<file path="src/rtl/core/rpr_pkg.sv">
`default_nettype none
// ----------------------------------------------------------------------------
// Reader percentile rank: shared package
// Field widths, default sizes and the command and status groups that pass
// between the controller and the datapath.
// ----------------------------------------------------------------------------
package rpr_pkg;

  localparam int unsigned MAX_USERS_DEF = 1024;
  localparam int unsigned MAX_PAGES_DEF = 1024;

  localparam int unsigned ID_W      = 10;
  localparam int unsigned PAGE_W    = 10;
  localparam int unsigned FRAC_BITS = 16;
  localparam int unsigned QW        = FRAC_BITS + 1;

  localparam logic MODE_UPDATE = 1'b0;
  localparam logic MODE_QUERY  = 1'b1;

  typedef struct packed {
    logic clr_en;
    logic load;
    logic rd_user;
    logic rd_old;
    logic wr_dec;
    logic rd_new;
    logic wr_inc;
    logic res_zero;
    logic res_one;
    logic sum_init;
    logic sum_run;
    logic div_init;
    logic div_run;
    logic out_load;
  } rpr_cmd_t;

  typedef struct packed {
    logic is_query;
    logic uid_ok;
    logic page_ok;
    logic known;
    logic one_user;
    logic sum_done;
    logic div_done;
    logic out_busy;
    logic clr_last;
  } rpr_status_t;

endpackage
`default_nettype wire

</file>
<file path="src/rtl/core/rpr_ctrl.sv">
`default_nettype none
// ----------------------------------------------------------------------------
// Reader percentile rank: controller
// Sequences the clearing pass, updates and queries over the datapath.
// ----------------------------------------------------------------------------
module rpr_ctrl
  import rpr_pkg::*;
(
  input  wire logic        clk_i,
  input  wire logic        rst_ni,
  input  wire logic        in_valid_i,
  output logic             in_stall_o,
  output rpr_cmd_t         cmd_o,
  input  wire rpr_status_t status_i
);

  localparam logic [3:0] S_CLR  = 4'd0;
  localparam logic [3:0] S_IDLE = 4'd1;
  localparam logic [3:0] S_RDU  = 4'd2;
  localparam logic [3:0] S_CHK  = 4'd3;
  localparam logic [3:0] S_DEC  = 4'd4;
  localparam logic [3:0] S_RDN  = 4'd5;
  localparam logic [3:0] S_INC  = 4'd6;
  localparam logic [3:0] S_SUM  = 4'd7;
  localparam logic [3:0] S_DIV  = 4'd8;
  localparam logic [3:0] S_OUT  = 4'd9;

  logic [3:0] state_q, state_d;

  always_comb begin
    state_d = state_q;
    cmd_o   = '0;
    case (state_q)
      S_CLR: begin
        cmd_o.clr_en = 1'b1;
        if (status_i.clr_last) begin
          state_d = S_IDLE;
        end
      end
      S_IDLE: begin
        if (in_valid_i) begin
          cmd_o.load = 1'b1;
          state_d    = S_RDU;
        end
      end
      S_RDU: begin
        cmd_o.rd_user = 1'b1;
        state_d       = S_CHK;
      end
      S_CHK: begin
        if (status_i.is_query) begin
          if (!status_i.uid_ok || !status_i.known) begin
            cmd_o.res_zero = 1'b1;
            state_d        = S_OUT;
          end else if (status_i.one_user) begin
            cmd_o.res_one = 1'b1;
            state_d       = S_OUT;
          end else begin
            cmd_o.sum_init = 1'b1;
            state_d        = S_SUM;
          end
        end else if (!status_i.uid_ok || !status_i.page_ok) begin
          state_d = S_IDLE;
        end else if (status_i.known) begin
          cmd_o.rd_old = 1'b1;
          state_d      = S_DEC;
        end else begin
          state_d = S_RDN;
        end
      end
      S_DEC: begin
        cmd_o.wr_dec = 1'b1;
        state_d      = S_RDN;
      end
      S_RDN: begin
        cmd_o.rd_new = 1'b1;
        state_d      = S_INC;
      end
      S_INC: begin
        cmd_o.wr_inc = 1'b1;
        state_d      = S_IDLE;
      end
      S_SUM: begin
        if (status_i.sum_done) begin
          cmd_o.div_init = 1'b1;
          state_d        = S_DIV;
        end else begin
          cmd_o.sum_run = 1'b1;
        end
      end
      S_DIV: begin
        if (status_i.div_done) begin
          state_d = S_OUT;
        end else begin
          cmd_o.div_run = 1'b1;
        end
      end
      S_OUT: begin
        if (!status_i.out_busy) begin
          cmd_o.out_load = 1'b1;
          state_d        = S_IDLE;
        end
      end
      default: begin
        state_d = S_IDLE;
      end
    endcase
  end

  always_ff @(posedge clk_i or negedge rst_ni) begin
    if (!rst_ni) begin
      state_q <= S_CLR;
    end else begin
      state_q <= state_d;
    end
  end

  assign in_stall_o = state_q != S_IDLE;

`ifndef NO_ASSERTIONS
  a_single_writer: assert property (@(posedge clk_i) disable iff (!rst_ni)
    $onehot0({cmd_o.clr_en, cmd_o.wr_dec, cmd_o.wr_inc}))
    else $error("more than one memory write source active");

  a_out_free: assert property (@(posedge clk_i) disable iff (!rst_ni)
    cmd_o.out_load |-> !status_i.out_busy)
    else $error("result loaded over a stalled beat");

  a_div_bound: assert property (@(posedge clk_i) disable iff (!rst_ni)
    cmd_o.div_run |-> !status_i.div_done)
    else $error("divider stepped past its last bit");

  a_accept_starts: assert property (@(posedge clk_i) disable iff (!rst_ni)
    (state_q == S_IDLE && in_valid_i) |=> (state_q == S_RDU))
    else $error("accepted beat did not start processing");
`endif

endmodule
`default_nettype wire

</file>
<file path="config.mk">
export PLATFORM = sky130hd
export DESIGN_NAME = rpr_ctrl
export DESIGN_NICKNAME = d
export VERILOG_FILES = /design/src/rtl/core/rpr_pkg.sv /design/src/rtl/core/rpr_ctrl.sv
export SDC_FILE = /design/constraint.sdc
export NUM_CORES = 1
export LEC_CHECK = 0
export BUFFER_PORTS_ARGS = -buffer_cell sky130_fd_sc_hd__buf_2
export CAP_MARGIN = 0
export CORE_AREA = 2 2 41 43
export CTS_BUF_LIST = sky130_fd_sc_hd__clkbuf_8
export CTS_CLUSTER_SIZE = 20
export DETAILED_ROUTE_END_ITERATION = 6
export DIE_AREA = 0 0 43 45
export SYNTH_ARGS = -nofsm -noshare
export SYNTH_HDL_FRONTEND = slang
export SYNTH_SLANG_ARGS = --single-unit
</file>
<file path="constraint.sdc">
create_clock -name clk_i -period 2 [get_ports clk_i]
set_clock_uncertainty 0.2 [all_clocks]
set_input_delay 0.1 -clock clk_i [delete_from_list [all_inputs] [get_ports clk_i]]
set_output_delay 0.1 -clock clk_i [all_outputs]
set_load 0.05 [all_outputs]
</file>
After elaboration in Yosys (flattened, before gate mapping) --
Index checks and enable logic that the tools add are counted.
Word-level totals: register bits 4, logic and storage cells 58
Operators by class: eq/ne operators 15, multiplexer cells 35, reduce and logical (&&, ||, !) cells 7
Operator list (count):
- 4-bit 2-to-1 mux | 9
- 4-bit case mux with 9 select lines | 1
- 1-bit 2-to-1 mux | 21
- 4-bit by 3-bit equality test with 1-bit output, second input constant | 4
- 2-bit inequality test, second input constant | 5
- 4-bit by 2-bit equality test with 1-bit output, second input constant | 2
- 4-bit equality test, second input constant | 2
- 3-bit 2-to-1 mux | 2
- 5-bit AND reduction | 1
- 4-bit by 1-bit equality test with 1-bit output, second input constant | 1
- 4-bit logical NOT | 1
- 2-bit 2-to-1 mux | 2
- 4-bit by 1-bit inequality test with 1-bit output, second input constant | 1
- 1-bit logical NOT | 3
- 1-bit logical OR | 2

Longest topological paths before layout --
word-level depth 5, depth in mapped cells 5

Least setup slack after synthesis --
No wires, ideal clock.
path kind reg2out, start register state_q[1], end output port cmd_o[10] in the netlist's numbering, data arrival time 2124 ps, data required time 1700 ps, slack -424 ps, stages on the path, launching flop included 4, cells stage by stage dfrtp_1 > buf_4 > nand2_1 > nor4_1
RTL lines:
- from (decl) | RTL line rpr_ctrl.sv:28 | logic [3:0] state_q, state_d;
- from (signal assigned) | RTL line rpr_ctrl.sv:114 | state_q <= state_d;
- to (decl) | RTL line rpr_ctrl.sv:13 | output rpr_cmd_t cmd_o,

==> summary.txt <==
Yosys
  • Async SR Flop Fraction: 1.00
  • Post-synthesis cell count: 58
  • Synthesized area: between 400 and 500 sq um
  • Multiplexer share of the synthesized area: 0
  • Top_reg_cell synth: dfrtp_1
  • Compound-Gate Fraction of Synth Area: 0.178
  • Post-synthesis simple-gate area fraction: 0.509
  • Yosys warnings: 0
  • Syn avg cell area: 7.29 sq um
  • Largest family of logic cells by synthesized area: simple AND/OR/NAND/NOR gates
  • Synth Area in XOR/XNOR: 0
  • Syn_nets: 70
  • Register bit total from synthesis: 4
  • Post-synth EDFFs: 0
  • Area share of fa/ha/maj cells after synthesis: 0
  • Post-synthesis cell type count: 26
  • Seq/Total Area, Yosys: 0.237

Cells and area
  • Top Registers: state_q x4
  • Inserted Diodes: 0
  • Most frequent cells in the layout: 22 x buf_2, 7 x nand2b_1
  • Area grow syn2layout: 54.1%
  • Non-Filler Instances: 101
  • Final instance area: 652 sq um
  • Final core occ: 0.443
  • Max reg flops: 4
  • Layout cells sized above 1: 0.471
  • Commonest non-fill, non-tap cell in the layout: buf_2
  • Largest Register: state_q
  • Fin nets: 99

STA
  • RSZ-0062 raised after global routing: false
  • Final Hold Fails: 0
  • Slew HR: 0.728
  • Maximum clock frequency: 533 MHz
  • Final period util: 0.938
  • Setup Viol. Count Final: 0
  • Tightest Pin Transition: 0.409 ns
  • Hold slack: 0.0173 ns
  • Fin. max-slew vios: 0
  • Tmin final: 1.88 ns

Placement
  • Placer Congestion: about 0.84
  • Area post-placement: 586 sq um
  • Inst Count DP: just under 100
  • Dpl hpwl: about 950 um
  • IO buf count: 26

Run
  • MaxCap Viol Count: 0

Clock network
  • Max clock buf depth: 2
  • Skew-Pair Late Insertion Delay: roughly 0.21 ns
  • TritonCTS Buffers: 3
  • Clock transition at path regs: about 0.03 ns
  • CTS sink cnt: 4
  • Post-CTS Setup Bufs: 0
  • CTS tree: built
  • CTS H-tree lvls: 1
  • Clock root buffer: clkbuf_8

Detailed routing
  • Post-DRT Antenna Nets: 0
  • Vias: 537
  • Drt pass-1 iters: 4
  • Routed len/inst: 12.8 um
  • Final wirelength: ~1300 um
  • Vias per inst: 5.32
  • Initial DRC count: 20
  • Residual DRC: 0

Setup path
  • Critical path class: flop to output port
  • Crit path arrival time: 1.58 ns
  • Cells along the critical path: nor2_2 > nand4_1 > a21oi_1 > clkbuf_4
  • CP Data Required Time: 1.70 ns
  • Top cell family by delay on the critical path: flip-flops
  • Crit path largest cell delay: 0.51 ns
  • Crit path buf inv count: 1
  • Largest fanout on the critical path: 12
  • Worst path slowest cell: dfrtp_1
  • Critical Path Sink Type: output port
  • CP Launch Type: flop

Pwr
  • Int Pwr: 462 uW
  • Combinational share of power: 0.621
  • Power share of the clock group: 0.162
  • Pwr Density: ~1600 nW/um^2
  • Net Sw Frac: 0.546
  • Leakage: a little under 0.3 nW
  • VDD IR max: 0.000710 V
  • Reg power frac: 0.217
  • Total power draw: 1.02 mW
  • Sw Pwr: 556 uW

Global route
  • Global Route Usage Sum: 0.135
  • Vias in the first global route: roughly 440
  • Antenna violations before repair: 0
  • Largest net degree at the start of global routing: 15
  • First-pass GRT wire length: 1940 um
  • Gr ovfl total: 0

Die
  • Die W: 43 um
  • IO Count: 27
  • FP Rows: 14
  • Chip height: 45 um
  • Die ar.: 1940 sq um
  • Core area: 1470 sq um
  • Initial Utilization: 0.287

Hold path
  • Hold WC Path Type: input port to async pin

Run status
  • Status: finished clean
[power groups by stage]
stage / Sequential, mW / Clock [mW] / Combinational [mW]
4_1_cts: 0.216 / 0.169 / 0.625
3_5_place_dp: 0.217 / 0 / 0.621
2_1_floorplan: 0.142 / 0 / 0.582
3_3_place_gp: 0.215 / 0 / 0.622
6_report: 0.221 / 0.165 / 0.632
5_1_grt: 0.236 / 0.179 / 0.684
[through the flow]
stage / TNS, ns / worst slack, ns
floorplan: -0.0155 / -0.0155
global placement: 0 / 0.256
detailed placement: 0 / 0.203
CTS: 0 / 0.00664
global route: 0 / 0.00987
finish: 0 / 0.125
[timing repair]
action                                 CTS  global route
resized for setup                        0             7
setup endpoints to repair                0             5
hold buffers                             1             0
endpoints found under the hold margin    4             0
[worst register-to-register path, cell delays in order (launching register included)]
cell	delay, ns
dfrtp_2	0.50
nor3_1	0.09
a31o_1	0.22
or4_1	0.48
o31ai_1	0.08
[worst paths after layout]
path                             start          to  slack [ns]  cells past startpoint
setup / recovery            state_q[3]    cmd_o[6]        0.12                      4
hold / removal                  rst_ni  state_q[0]        0.02                      2
setup reg to reg            state_q[1]  state_q[3]        0.33                      4
hold reg to reg             state_q[1]  state_q[3]        0.47                      1
max in group asynchronous       rst_ni  state_q[2]        1.45                      2
min in group clk_i         status_i[3]  state_q[1]        0.03                      3
[Yosys cell counts (2+ instances only)]
cell | n | area (sq um)
a21oi_1 | 4 | 20.0
buf_2 | 2 | 10.0
dfrtp_1 | 4 | 100
nand2_1 | 2 | 7.51
nand2b_1 | 7 | 43.8
nand3_1 | 3 | 15.0
nand4_1 | 2 | 12.5
nor2_1 | 6 | 22.5
nor2b_1 | 4 | 25.0
nor3_1 | 6 | 30.0
nor4_1 | 2 | 12.5
o31ai_1 | 2 | 15.0
[logic make-up after synthesis]
logic type	after synthesis
AND/OR/NAND/NOR	38
AO/OA/AOI/OAI	11
buffers and inverters	5
flip-flops	4
[cell type report]
cell class,instances,area (sq um)
Clock buffer,3,41.3
Multi-Input combinational cell,49,327
Fill cell,170,820
Tap cell,16,20.0
Sequential cell,4,103
Timing Repair Buffer,28,158
Inverter,1,3.75
[routing by layer]
metal	wire, um	GRT usage
met1	577	0.174
met2	620	0.209
met4	0	0.0545
met5	0	0
met3	90	0.0480
(Power assumes the default switching activity.)
